### src/rtl/xat_pkg.sv
`default_nettype none

package xat_pkg;

    localparam int STORE_BYTES = 4096;
    localparam int TOKEN_SLOTS = 256;

    localparam int STR_W  = 13;
    localparam int TOK_W  = 9;
    localparam int CONS_W = 16;
    localparam int CFG_W  = STR_W;

    localparam logic [STR_W-1:0] STR_CAP_RESET =
        (STORE_BYTES > 8191) ? STR_W'(8191) : STR_W'(STORE_BYTES);
    localparam logic [TOK_W-1:0] TOK_CAP_RESET =
        (TOKEN_SLOTS > 511) ? TOK_W'(511) : TOK_W'(TOKEN_SLOTS);

    localparam logic [STR_W-1:0]  TCB_MAX  = '1;
    localparam logic [CONS_W-1:0] CONS_MAX = '1;

    // configuration register indexes
    localparam logic CFG_STRING_CAPACITY = 1'b0;
    localparam logic CFG_TOKEN_CAPACITY  = 1'b1;

    // event codes
    localparam logic [3:0] EV_SKIP        = 4'd0;
    localparam logic [3:0] EV_NAME_BYTE   = 4'd1;
    localparam logic [3:0] EV_VALUE_BYTE  = 4'd2;
    localparam logic [3:0] EV_NAME_DONE   = 4'd3;
    localparam logic [3:0] EV_VALUE_DONE  = 4'd4;
    localparam logic [3:0] EV_LIST_END    = 4'd5;
    localparam logic [3:0] EV_NO_EQUAL    = 4'd6;
    localparam logic [3:0] EV_NO_OPEN_Q   = 4'd7;
    localparam logic [3:0] EV_NO_CLOSE_Q  = 4'd8;
    localparam logic [3:0] EV_STRING_FULL = 4'd9;
    localparam logic [3:0] EV_TOKEN_FULL  = 4'd10;
    localparam logic [3:0] EV_IDLE        = 4'd11;

    localparam logic [7:0] CH_NUL   = 8'h00;
    localparam logic [7:0] CH_TAB   = 8'h09;
    localparam logic [7:0] CH_LF    = 8'h0a;
    localparam logic [7:0] CH_CR    = 8'h0d;
    localparam logic [7:0] CH_SP    = 8'h20;
    localparam logic [7:0] CH_DQ    = 8'h22;
    localparam logic [7:0] CH_SQ    = 8'h27;
    localparam logic [7:0] CH_DASH  = 8'h2d;
    localparam logic [7:0] CH_DOT   = 8'h2e;
    localparam logic [7:0] CH_COLON = 8'h3a;
    localparam logic [7:0] CH_EQ    = 8'h3d;
    localparam logic [7:0] CH_UNDER = 8'h5f;
    localparam logic [7:0] CH_ASCII_MAX = 8'h7f;

    typedef enum logic [5:0] {
        PH_IDLE        = 6'b000001,
        PH_BEFORE_NAME = 6'b000010,
        PH_IN_NAME     = 6'b000100,
        PH_AFTER_NAME  = 6'b001000,
        PH_AFTER_EQ    = 6'b010000,
        PH_IN_VALUE    = 6'b100000
    } phase_t;

    typedef struct packed {
        logic [7:0] text_byte;
        logic       start_list;
        logic       clear_store;
    } text_word_t;

    typedef struct packed {
        logic [3:0]        event_res;
        logic [7:0]        echo_byte;
        logic [STR_W-1:0]  token_length;
        logic [CONS_W-1:0] consumed_length;
    } event_word_t;

    function automatic logic is_space(input logic [7:0] c);
        return (c == CH_SP) || (c == CH_TAB) || (c == CH_CR) || (c == CH_LF);
    endfunction

    function automatic logic is_name_start(input logic [7:0] c);
        return (c == CH_COLON) || (c == CH_UNDER) || (c >= 8'h61 && c <= 8'h7a)
            || (c >= 8'h41 && c <= 8'h5a) || (c > CH_ASCII_MAX);
    endfunction

    function automatic logic is_name_char(input logic [7:0] c);
        return is_name_start(c) || (c >= 8'h30 && c <= 8'h39) || (c == CH_DOT)
            || (c == CH_DASH);
    endfunction

endpackage

`default_nettype wire

### src/rtl/xml_attribute_tokenizer_unit.sv
// channel | valid      | stall      | payload
// text    | text_valid | text_stall | text_word  (byte, start_list, clear_store)
// event   | event_valid| event_stall| event_word (event, echo, length, consumed)
//
// one word in, one word out via input and result registers, one per cycle unless stalled
// the lexer state is updated as a word leaves the input register for the result register
// event_stall backs up through the result register into text_stall in the same cycle
// rst_n clears the lexer state, the usage counters and both valid flags, and loads
// the capacity registers with their full-store values
`default_nettype none

module xml_attribute_tokenizer_unit (
    input  wire logic                        clk,
    input  wire logic                        rst_n,
    input  wire logic                        text_valid,
    output      logic                        text_stall,
    input  wire xat_pkg::text_word_t         text_word,
    output      logic                        event_valid,
    input  wire logic                        event_stall,
    output      xat_pkg::event_word_t        event_word,
    input  wire logic                        cfg_we,
    input  wire logic                        cfg_index,
    input  wire logic [xat_pkg::CFG_W-1:0]   cfg_data
);

    logic                          in_valid_reg;
    xat_pkg::text_word_t           in_word_reg;
    logic                          out_valid_reg;
    xat_pkg::event_word_t          out_word_reg;
    xat_pkg::event_word_t          out_word_next;

    logic [xat_pkg::STR_W-1:0]     str_cap_reg;
    logic [xat_pkg::TOK_W-1:0]     tok_cap_reg;

    xat_pkg::phase_t               phase_reg, phase_next;
    logic                          quote_single_reg, quote_single_next;
    logic [xat_pkg::STR_W-1:0]     tcb_reg, tcb_next;
    logic [xat_pkg::CONS_W-1:0]    consumed_reg, consumed_next;
    logic [xat_pkg::STR_W-1:0]     str_used_reg, str_used_next;
    logic [xat_pkg::TOK_W-1:0]     tok_used_reg, tok_used_next;

    logic                          advance;
    logic                          out_free;

    // working values after clear_store and start_list
    xat_pkg::phase_t               ph_eff;
    logic [xat_pkg::STR_W-1:0]     tcb_eff;
    logic [xat_pkg::STR_W-1:0]     tcb_inc;
    logic [xat_pkg::CONS_W-1:0]    cons_eff;
    logic [xat_pkg::STR_W-1:0]     su_eff;
    logic [xat_pkg::TOK_W-1:0]     tu_eff;
    logic [xat_pkg::STR_W+1:0]     str_sum;
    logic [xat_pkg::TOK_W:0]       tok_sum;
    logic                          str_fit;
    logic                          tok_fit;
    logic                          count;
    logic [7:0]                    c;
    logic [7:0]                    close_q;
    logic                          commit_ok;
    logic [3:0]                    commit_err;
    logic [3:0]                    ev;
    logic [7:0]                    echo;
    logic [xat_pkg::STR_W-1:0]     tlen;

    assign out_free    = !out_valid_reg || !event_stall;
    assign advance     = in_valid_reg && out_free;
    assign text_stall  = in_valid_reg && !out_free;
    assign event_valid = out_valid_reg;
    assign event_word  = out_word_reg;

    always_ff @(posedge clk or negedge rst_n)
    begin
        if (!rst_n)
        begin
            in_valid_reg <= 1'b0;
        end
        else if (!text_stall)
        begin
            in_valid_reg <= text_valid;
        end
    end

    always_ff @(posedge clk)
    begin
        if (text_valid && !text_stall)
        begin
            in_word_reg <= text_word;
        end
    end

    always_ff @(posedge clk or negedge rst_n)
    begin
        if (!rst_n)
        begin
            out_valid_reg <= 1'b0;
        end
        else if (out_free)
        begin
            out_valid_reg <= in_valid_reg;
        end
    end

    always_ff @(posedge clk)
    begin
        if (advance)
        begin
            out_word_reg <= out_word_next;
        end
    end

    always_ff @(posedge clk or negedge rst_n)
    begin
        if (!rst_n)
        begin
            str_cap_reg <= xat_pkg::STR_CAP_RESET;
            tok_cap_reg <= xat_pkg::TOK_CAP_RESET;
        end
        else if (cfg_we)
        begin
            case (cfg_index)
                xat_pkg::CFG_STRING_CAPACITY: str_cap_reg <= cfg_data;
                xat_pkg::CFG_TOKEN_CAPACITY:  tok_cap_reg <= cfg_data[xat_pkg::TOK_W-1:0];
                default: ;
            endcase
        end
    end

    always_ff @(posedge clk or negedge rst_n)
    begin
        if (!rst_n)
        begin
            phase_reg        <= xat_pkg::PH_IDLE;
            quote_single_reg <= 1'b0;
            tcb_reg          <= '0;
            consumed_reg     <= '0;
            str_used_reg     <= '0;
            tok_used_reg     <= '0;
        end
        else if (advance)
        begin
            phase_reg        <= phase_next;
            quote_single_reg <= quote_single_next;
            tcb_reg          <= tcb_next;
            consumed_reg     <= consumed_next;
            str_used_reg     <= str_used_next;
            tok_used_reg     <= tok_used_next;
        end
    end

    always_comb
    begin
        c        = in_word_reg.text_byte;
        su_eff   = in_word_reg.clear_store ? '0 : str_used_reg;
        tu_eff   = in_word_reg.clear_store ? '0 : tok_used_reg;
        ph_eff   = in_word_reg.start_list ? xat_pkg::PH_BEFORE_NAME : phase_reg;
        tcb_eff  = in_word_reg.start_list ? '0 : tcb_reg;
        cons_eff = in_word_reg.start_list ? '0 : consumed_reg;
        tcb_inc  = (tcb_eff != xat_pkg::TCB_MAX) ? tcb_eff + 1'b1 : tcb_eff;
        close_q  = quote_single_reg ? xat_pkg::CH_SQ : xat_pkg::CH_DQ;

        // string store takes the token plus one terminator
        str_sum    = {2'b00, su_eff} + {2'b00, tcb_eff} + 15'd1;
        tok_sum    = {1'b0, tu_eff} + 10'd1;
        str_fit    = str_sum <= {2'b00, str_cap_reg};
        tok_fit    = tok_sum <= {1'b0, tok_cap_reg};
        commit_ok  = str_fit && tok_fit;
        commit_err = !str_fit ? xat_pkg::EV_STRING_FULL : xat_pkg::EV_TOKEN_FULL;

        phase_next        = ph_eff;
        quote_single_next = quote_single_reg;
        tcb_next          = tcb_eff;
        str_used_next     = su_eff;
        tok_used_next     = tu_eff;
        count             = 1'b1;
        ev                = xat_pkg::EV_SKIP;
        echo              = '0;
        tlen              = '0;

        case (ph_eff)
            xat_pkg::PH_IDLE:
            begin
                ev    = xat_pkg::EV_IDLE;
                count = 1'b0;
            end
            xat_pkg::PH_BEFORE_NAME:
            begin
                if (xat_pkg::is_space(c))
                begin
                    ev = xat_pkg::EV_SKIP;
                end
                else if (xat_pkg::is_name_start(c))
                begin
                    ev         = xat_pkg::EV_NAME_BYTE;
                    echo       = c;
                    tcb_next   = xat_pkg::STR_W'(1);
                    phase_next = xat_pkg::PH_IN_NAME;
                end
                else
                begin
                    ev         = xat_pkg::EV_LIST_END;
                    phase_next = xat_pkg::PH_IDLE;
                    count      = 1'b0;
                end
            end
            xat_pkg::PH_IN_NAME:
            begin
                if (xat_pkg::is_name_char(c))
                begin
                    ev       = xat_pkg::EV_NAME_BYTE;
                    echo     = c;
                    tcb_next = tcb_inc;
                end
                else if (!xat_pkg::is_space(c) && c != xat_pkg::CH_EQ)
                begin
                    ev         = xat_pkg::EV_NO_EQUAL;
                    phase_next = xat_pkg::PH_IDLE;
                end
                else if (!commit_ok)
                begin
                    ev         = commit_err;
                    phase_next = xat_pkg::PH_IDLE;
                end
                else
                begin
                    ev            = xat_pkg::EV_NAME_DONE;
                    tlen          = tcb_eff;
                    str_used_next = str_sum[xat_pkg::STR_W-1:0];
                    tok_used_next = tok_sum[xat_pkg::TOK_W-1:0];
                    phase_next    = (c == xat_pkg::CH_EQ) ? xat_pkg::PH_AFTER_EQ
                                                          : xat_pkg::PH_AFTER_NAME;
                end
            end
            xat_pkg::PH_AFTER_NAME:
            begin
                if (xat_pkg::is_space(c))
                begin
                    ev = xat_pkg::EV_SKIP;
                end
                else if (c == xat_pkg::CH_EQ)
                begin
                    ev         = xat_pkg::EV_SKIP;
                    phase_next = xat_pkg::PH_AFTER_EQ;
                end
                else
                begin
                    ev         = xat_pkg::EV_NO_EQUAL;
                    phase_next = xat_pkg::PH_IDLE;
                end
            end
            xat_pkg::PH_AFTER_EQ:
            begin
                if (xat_pkg::is_space(c))
                begin
                    ev = xat_pkg::EV_SKIP;
                end
                else if (c == xat_pkg::CH_DQ || c == xat_pkg::CH_SQ)
                begin
                    ev                = xat_pkg::EV_SKIP;
                    quote_single_next = (c == xat_pkg::CH_SQ);
                    tcb_next          = '0;
                    phase_next        = xat_pkg::PH_IN_VALUE;
                end
                else
                begin
                    ev         = xat_pkg::EV_NO_OPEN_Q;
                    phase_next = xat_pkg::PH_IDLE;
                end
            end
            xat_pkg::PH_IN_VALUE:
            begin
                if (c == close_q)
                begin
                    if (!commit_ok)
                    begin
                        ev         = commit_err;
                        phase_next = xat_pkg::PH_IDLE;
                    end
                    else
                    begin
                        ev            = xat_pkg::EV_VALUE_DONE;
                        tlen          = tcb_eff;
                        str_used_next = str_sum[xat_pkg::STR_W-1:0];
                        tok_used_next = tok_sum[xat_pkg::TOK_W-1:0];
                        phase_next    = xat_pkg::PH_BEFORE_NAME;
                    end
                end
                else if (c == xat_pkg::CH_NUL)
                begin
                    ev         = xat_pkg::EV_NO_CLOSE_Q;
                    phase_next = xat_pkg::PH_IDLE;
                end
                else
                begin
                    ev       = xat_pkg::EV_VALUE_BYTE;
                    echo     = c;
                    tcb_next = tcb_inc;
                end
            end
            default:
            begin
                ev         = xat_pkg::EV_IDLE;
                count      = 1'b0;
                phase_next = xat_pkg::PH_IDLE;
            end
        endcase

        // idle bytes leave everything but the clear and start effects alone
        if (ph_eff == xat_pkg::PH_IDLE)
        begin
            tcb_next = tcb_eff;
        end

        consumed_next = (count && cons_eff != xat_pkg::CONS_MAX) ? cons_eff + 1'b1
                                                                  : cons_eff;

        out_word_next.event_res       = ev;
        out_word_next.echo_byte       = echo;
        out_word_next.token_length    = tlen;
        out_word_next.consumed_length = consumed_next;
    end

endmodule

`default_nettype wire

### config.mk
export PLATFORM = sky130hd
export DESIGN_NAME = xml_attribute_tokenizer_unit
export DESIGN_NICKNAME = d
export VERILOG_FILES = /design/src/rtl/xat_pkg.sv /design/src/rtl/xml_attribute_tokenizer_unit.sv
export SDC_FILE = /design/constraint.sdc
export NUM_CORES = 1
export LEC_CHECK = 0
export ABC_AREA = 1
export CAP_MARGIN = 10
export CORE_MARGIN = 4
export CORE_UTILIZATION = 50
export CTS_CLUSTER_SIZE = 30
export DETAILED_ROUTE_END_ITERATION = 7
export DONT_BUFFER_PORTS = 1
export GPL_ROUTABILITY_DRIVEN = 0
export PLACE_DENSITY_LB_ADDON = 0.1
export SYNTH_ARGS = -nofsm -noshare
export SYNTH_HDL_FRONTEND = slang
export SYNTH_SLANG_ARGS = --single-unit
### constraint.sdc
create_clock -name clk -period 5.5 [get_ports clk]
set_input_delay 0.275 -clock clk [delete_from_list [all_inputs] [get_ports clk]]
set_output_delay 0.275 -clock clk [all_outputs]
set_load 0.01 [all_outputs]
==> flow_metrics.py, run 1 <==
metrics = {
    "cells_and_area": {
        "final_area_mm2": 0.009550,
        "layout-drive-gt1-share": 0.06700,
        "layout_commonest_cell": "nand2_1",
        "final_util": 0.5739,
        "largest_reg_flops": 41,
        "final_cells": 1414,
        "area_growth_pct": 11.94,
        "final_cell_mix": "nand2_1 (312), inv_1 (175), nor2_1 (127)",
        "diodes": 0,
        "final_nets": 1243,
    },
    "cts": {
        "clk_path_buf_depth": 2,
        "cts_buffers": 17,
        "htreeDepth": 4,
        "cts.sinks": 133,
        "cts-resized-gates": 0,
        "post_cts.repair.setup_buffers": 0,
        "root_buffer": "clkbuf_16",
        "cts.clk_slew.worst_paths_ns": 0.06,
        "clock_latency_ns": 0.43,
        "cts_tree": "built",
        "hold_buffers": 18,
    },
    "synthesis": {
        "synthCells": 1164,
        "synth_seq_area_share": 0.4204,
        "ys_warn_count": 0,
        "synth_ff_type": "dfrtp_1",
        "synthArstFlopShare": 0.6165,
        "synth_edf_count": 51,
        "synth_fp_nets": 1226,
        "ys_types": 50,
        "avgSynthCellArea_um2": 7.330,
        "ys_ff_latch": 133,
        "syn_area_mm2": 0.008532,
    },
    "setup_path": {
        "crit_fanout": 13,
        "cpPeakStageDelay_ns": 0.59,
        "required_ns": 5.64,
        "crit_path_frequent_cell": "nand2_1",
        "rr_startpoint": "in_word_reg[0]",
        "r2r_slack_ns": 0.85,
        "critPathKind": "flip-flop to flip-flop",
        "arrival_ns": 4.79,
        "start_kind": "flip-flop",
        "slowest_stage": "edfxtp_1",
        "cp-end-kind": "flip-flop",
        "cp-endpoint": "event_word[24]",
        "rr_worst_depth": 29,
        "startpoint": "in_word_reg[0]",
        "r2r-end": "event_word[24]",
    },
    "place": {
        "post-place-cells": 1364,
        "dp_hpwl_mm": 15.68,
        "portBuffers": 0,
        "placedInstanceArea_mm2": 0.008735,
    },
    "sta": {
        "setup_viol": 0,
        "relSlewSlack": 0.5197,
        "maxSlewViolCount": 0,
        "fin_skew_ns": 0.009354,
        "fmax_mhz": 215.0,
        "min_period_over_period": 0.8456,
        "tightest_slew_ns": 0.7205,
        "setup_tns_ns": 0,
        "rsz0062_at_grt": "no",
        "finalHoldViolCount": 0,
        "min_period_ns": 4.651,
    },
    "pwr": {
        "power_density_mw_per_mm2": 337.2,
        "vdd_ir_drop_max_mv": 0.2204,
        "p_total_mw": 3.220,
        "p_leak_nw": 4.626,
    },
    "global_route": {
        "grt_antenna_before_repair": 0,
        "grt_max_degree": 83,
        "grt_pass1_wl_mm": 35.58,
        "overflow": 0,
        "grt_pass1_vias": 7062,
        "grtUsageTotal": 0.2259,
    },
    "drt": {
        "vias": 7567,
        "ant_nets": 0,
        "drc": 0,
        "wirelength_mm": 21.42,
        "drtIter0Drc": 747,
        "dr.pass1.iters": 5,
        "viasPerCell": 5.351,
        "wl_per_cell_um": 15.15,
    },
    "die": {
        "pin_count": 72,
        "fp.dieArea_mm2": 0.01922,
        "floorplan.initialDensity": 0.5127,
        "dieHeight_um": 138.6,
        "die_w_um": 138.6,
        "rows": 47,
        "core_mm2": 0.01664,
    },
    "run": {
        "max-cap-violations": 0,
    },
    "outcome": {
        "status": "complete, no violations",
    },
    "worst_hold_path": {
        "hp-class": "primary input to flip-flop",
    },
}
worst min-delay path by stage:
stage | slack (ns) | start | cells after the start | endpoint
4_1_cts | 0.0009 | cfg_data[5] | 2 | tok_cap_reg[5]
3_5_place_dp | -0.02 | rst_n | 0 | tok_cap_reg[2]
2_1_floorplan | -0.02 | rst_n | 0 | consumed_reg[0]
3_3_place_gp | -0.02 | rst_n | 0 | tok_cap_reg[1]
6_report | 0.01 | cfg_data[5] | 2 | tok_cap_reg[5]
5_1_grt | 0.03 | cfg_data[7] | 2 | str_cap_reg[7]
layer usage:
metal  vias up  global-route usage  share of wire
li1       3796                   -              -
met1      3478              0.3223           0.48
met2       265              0.3528           0.45
met3        28             0.04897          0.061
met4         0             0.05767          0.016
met5         -                   0              0
layout make-up:
cell class | instances | area, um2
repair buffers | 24 | 242.7
clock inverters | 12 | 151.4
inverters | 191 | 716.9
clock buffers | 20 | 466.7
multi-input cells | 814 | 4110
well taps | 220 | 275.3
flip-flops and latches | 133 | 3587
fillers | 1535 | 7092
power by group:
group,switching (mW),total (mW),internal (mW),leakage [nW]
Combinational,0.539,0.780,0.241,2.79
Clock,0.441,1.19,0.747,0.294
Sequential,0.0839,1.25,1.17,1.55
critical path: cells and delay by family (launching register included):
family	cells	cell delay (ns)
AND/OR/NAND/NOR	16	1.47
AO/OA/AOI/OAI	3	0.95
buffers and inverters	7	0.71
flip-flops	1	0.59
adder cells (fa/ha/maj)	2	0.46
XOR/XNOR	1	0.18
stage by stage:
step	worst slack [ns]	hold slack (ns)
after floorplan	1.389	-0.02059
after global placement	0.8944	-0.01783
after detailed placement	0.8934	-0.01801
after CTS	0.8751	0.0008632
after global routing	0.3985	0.03297
final	0.8493	0.01123
kinds of logic (layout without fill, tap and decap cells):
logic type / count (synthesis) / in the layout / share of synthesized area
compound gates: 182 / 182 / 0.1197
xor+xnor: 33 / 33 / 0.03388
fa+ha+maj: 33 / 33 / 0.04839
buf+inv: 217 / 247 / 0.09870
flops: 133 / 133 / 0.4204
simple gates: 566 / 566 / 0.2789
cell usage after synthesis, drive strengths merged, types with 12 or more instances:
master | n | area, um2
nor2 | 134 | 536.8
inv | 189 | 709.4
nor3 | 24 | 120.1
a21oi | 40 | 200.2
o21ai | 101 | 516.8
clkbuf | 17 | 63.81
nand4 | 18 | 118.9
xor2 | 26 | 227.7
edfxtp | 51 | 1531
a31oi | 12 | 81.33
nand2 | 323 | 1250
nand3 | 58 | 295.3
ha | 33 | 412.9
dfrtp | 79 | 1977
Power figures use the tool's default switching activity.
==> run 2: changes to the inputs <==
==> constraint.sdc (replaced) <==
create_clock -name clk -period 3.8 [get_ports clk]
set_input_delay 0.19 -clock clk [delete_from_list [all_inputs] [get_ports clk]]
set_output_delay 0.19 -clock clk [all_outputs]
set_load 0.01 [all_outputs]
==> run 2 against run 1 <==
The run now ends with setup timing left. Sequential power rose by 44%. Register-to-register slack got worse by 0.92 ns. Clock-buffer cell count down 2. Cell count rose by 7.6%. Clock power is 50% higher. Clock skew shrank 0.0010 ns. Critical endpoint is now event_word[23]. Largest power group unchanged. Highest routed layer unchanged.
==> flow_metrics.py, run 2 (same netlist as run 1, synthesis figures left out) <==
metrics = {
    "cts": {
        "cts_tree": "built",
        "cts.clk_slew.worst_paths_ns": 0.06,
        "cts.sinks": 133,
        "htreeDepth": 4,
        "cts_buffers": 17,
        "root_buffer": "clkbuf_16",
        "clk_path_buf_depth": 2,
        "clock_latency_ns": 0.43,
    },
    "setup_path": {
        "critPathKind": "flip-flop to flip-flop",
        "cp-end-kind": "flip-flop",
        "rr_worst_depth": 28,
        "r2r-end": "event_word[23]",
        "slowest_stage": "edfxtp_1",
        "r2r_slack_ns": -0.07,
        "arrival_ns": 4.14,
        "rr_startpoint": "in_word_reg[1]",
        "cpPeakStageDelay_ns": 0.46,
        "startpoint": "in_word_reg[1]",
        "crit_fanout": 9,
        "start_kind": "flip-flop",
        "required_ns": 4.07,
        "cp-endpoint": "event_word[23]",
    },
    "cells_and_area": {
        "layout_commonest_cell": "nand2_1",
        "final_nets": 1350,
        "final_cells": 1521,
        "largest_reg_flops": 41,
        "final_cell_mix": "nand2_1 (297), inv_1 (168), nor2_1 (105)",
        "layout-drive-gt1-share": 0.1975,
        "area_growth_pct": 27.34,
        "diodes": 0,
    },
    "place": {
        "portBuffers": 0,
        "post-place-cells": 1430,
        "dp_slack_ns": -0.2084,
        "dp_hpwl_mm": 16.15,
    },
    "die": {
        "core_mm2": 0.01664,
        "die_w_um": 138.6,
        "rows": 47,
        "fp.dieArea_mm2": 0.01922,
        "floorplan.initialDensity": 0.5127,
        "pin_count": 72,
        "dieHeight_um": 138.6,
    },
    "run": {
        "max-cap-violations": 0,
    },
    "sta": {
        "relSlewSlack": 0.5296,
        "setup_tns_ns": -0.8001,
        "min_period_over_period": 1.018,
        "maxSlewViolCount": 0,
        "finalHoldViolCount": 0,
        "setup_viol": 25,
        "rsz0062_at_grt": "yes",
        "setup_ws_ns": -0.06952,
        "tightest_slew_ns": 0.7038,
        "timing.hold.ws_ns": 0.2682,
        "min_period_ns": 3.870,
        "fmax_mhz": 258.4,
        "fin_skew_ns": 0.008347,
    },
    "pwr": {
        "power_density_mw_per_mm2": 473.5,
        "pwr-share-seq": 0.350,
        "clockPowerShare": 0.348,
        "p_total_mw": 5.144,
        "p_leak_nw": 5.286,
        "switching_power_mw": 1.708,
        "p_sw_frac": 0.3320,
        "internal-power_mw": 3.436,
        "power_frac_comb": 0.302,
        "vdd_ir_drop_max_mv": 0.3519,
    },
    "drt": {
        "viasPerCell": 5.242,
        "route.met2.wl_mm": 10.46,
        "wirelength_mm": 22.99,
        "vias": 7973,
        "ant_nets": 0,
        "dr.pass1.iters": 5,
        "drt-met1-wl_mm": 10.64,
        "drtIter0Drc": 581,
        "dr_wl_met3_mm": 1.362,
        "highest_layer": "met4",
        "drc": 0,
        "wl_per_cell_um": 15.12,
    },
    "global_route": {
        "grt_antenna_before_repair": 0,
        "grt_pass1_vias": 7512,
        "grt_max_degree": 124,
        "grt_pass1_wl_mm": 37.86,
        "overflow": 0,
        "grtUsageTotal": 0.2414,
    },
    "worst_hold_path": {
        "hp-class": "primary input to flip-flop",
        "min-delay-start": "cfg_we",
    },
    "outcome": {
        "violations": "setup timing",
        "status": "finished, violations left",
    },
}
run 2: cell count changes in the layout (fill, tap and decap cells not counted), sizes merged:
| cell | change |
|---|---|
| clkinvlp | -1 |
| clkinv | -1 |
| inv | +3 |
| dlygate4sd3 | +9 |
| bufinv | +1 |
| clkbuf | -2 |
| buf | +98 |
run 2: worst min-delay path by stage:
stage / cells past startpoint / end / slack (ns)
floorplan: 0 / consumed_reg[0] / -0.11
global placement: 0 / consumed_reg[13] / -0.10
detailed placement: 0 / consumed_reg[15] / -0.10
CTS: 3 / tok_cap_reg[8] / 0.26
global route: 3 / tok_cap_reg[7] / 0.33
finish: 3 / tok_cap_reg[8] / 0.27
run 2: power groups by stage:
stage | combinational [mW] | clock (mW) | sequential (mW)
2_1_floorplan | 0.855 | 0 | 1.81
3_3_place_gp | 1.28 | 0 | 1.82
3_5_place_dp | 1.29 | 0 | 1.83
4_1_cts | 1.45 | 1.81 | 1.80
5_1_grt | 1.73 | 1.88 | 1.82
6_report | 1.55 | 1.79 | 1.80
run 2: metal layers:
metal  vias up  track usage
met4         0      0.08651
met5         -            0
met2       265       0.3810
met1      3661       0.3361
li1       4008            -
met3        39      0.04345
run 2: final cells by class:
class                      instances  area [um2]
clock buffer                      18       439.2
clock inverter                    14       193.9
fill                            1425        5778
inverter                         191       725.7
multi-input combinational        814        4494
sequential                       133        3587
tap                              220       275.3
timing repair buffer             131        1149
run 2: critical path: cells and delay by family (launching register included):
kind                     cells  cell delay, ns
flip-flops                   1            0.46
AO/OA/AOI/OAI                3            0.33
adder cells (fa/ha/maj)      2            0.49
XOR/XNOR                     1            0.18
buffers and inverters        8            0.85
AND/OR/NAND/NOR             14            1.38
run 2: repair_timing:
action | in CTS | in global routing
gates resized for setup | 46 | 46
buffers inserted | 21 | 10
gates cloned | 1 | 0
hold endpoints to repair | 116 | 0
endpoints found under the setup margin | 41 | 49
pin swaps | 17 | 14
hold buffers | 27 | 0
run 2: per-stage QoR:
stage / util / area (um2)
detailed placement: 0.5598 / 9316
global placement: 0.5598 / 9316
finish: 0.6528 / 10860
CTS: 0.6369 / 10600
global route: 0.6528 / 10860
floorplan: - / 8594
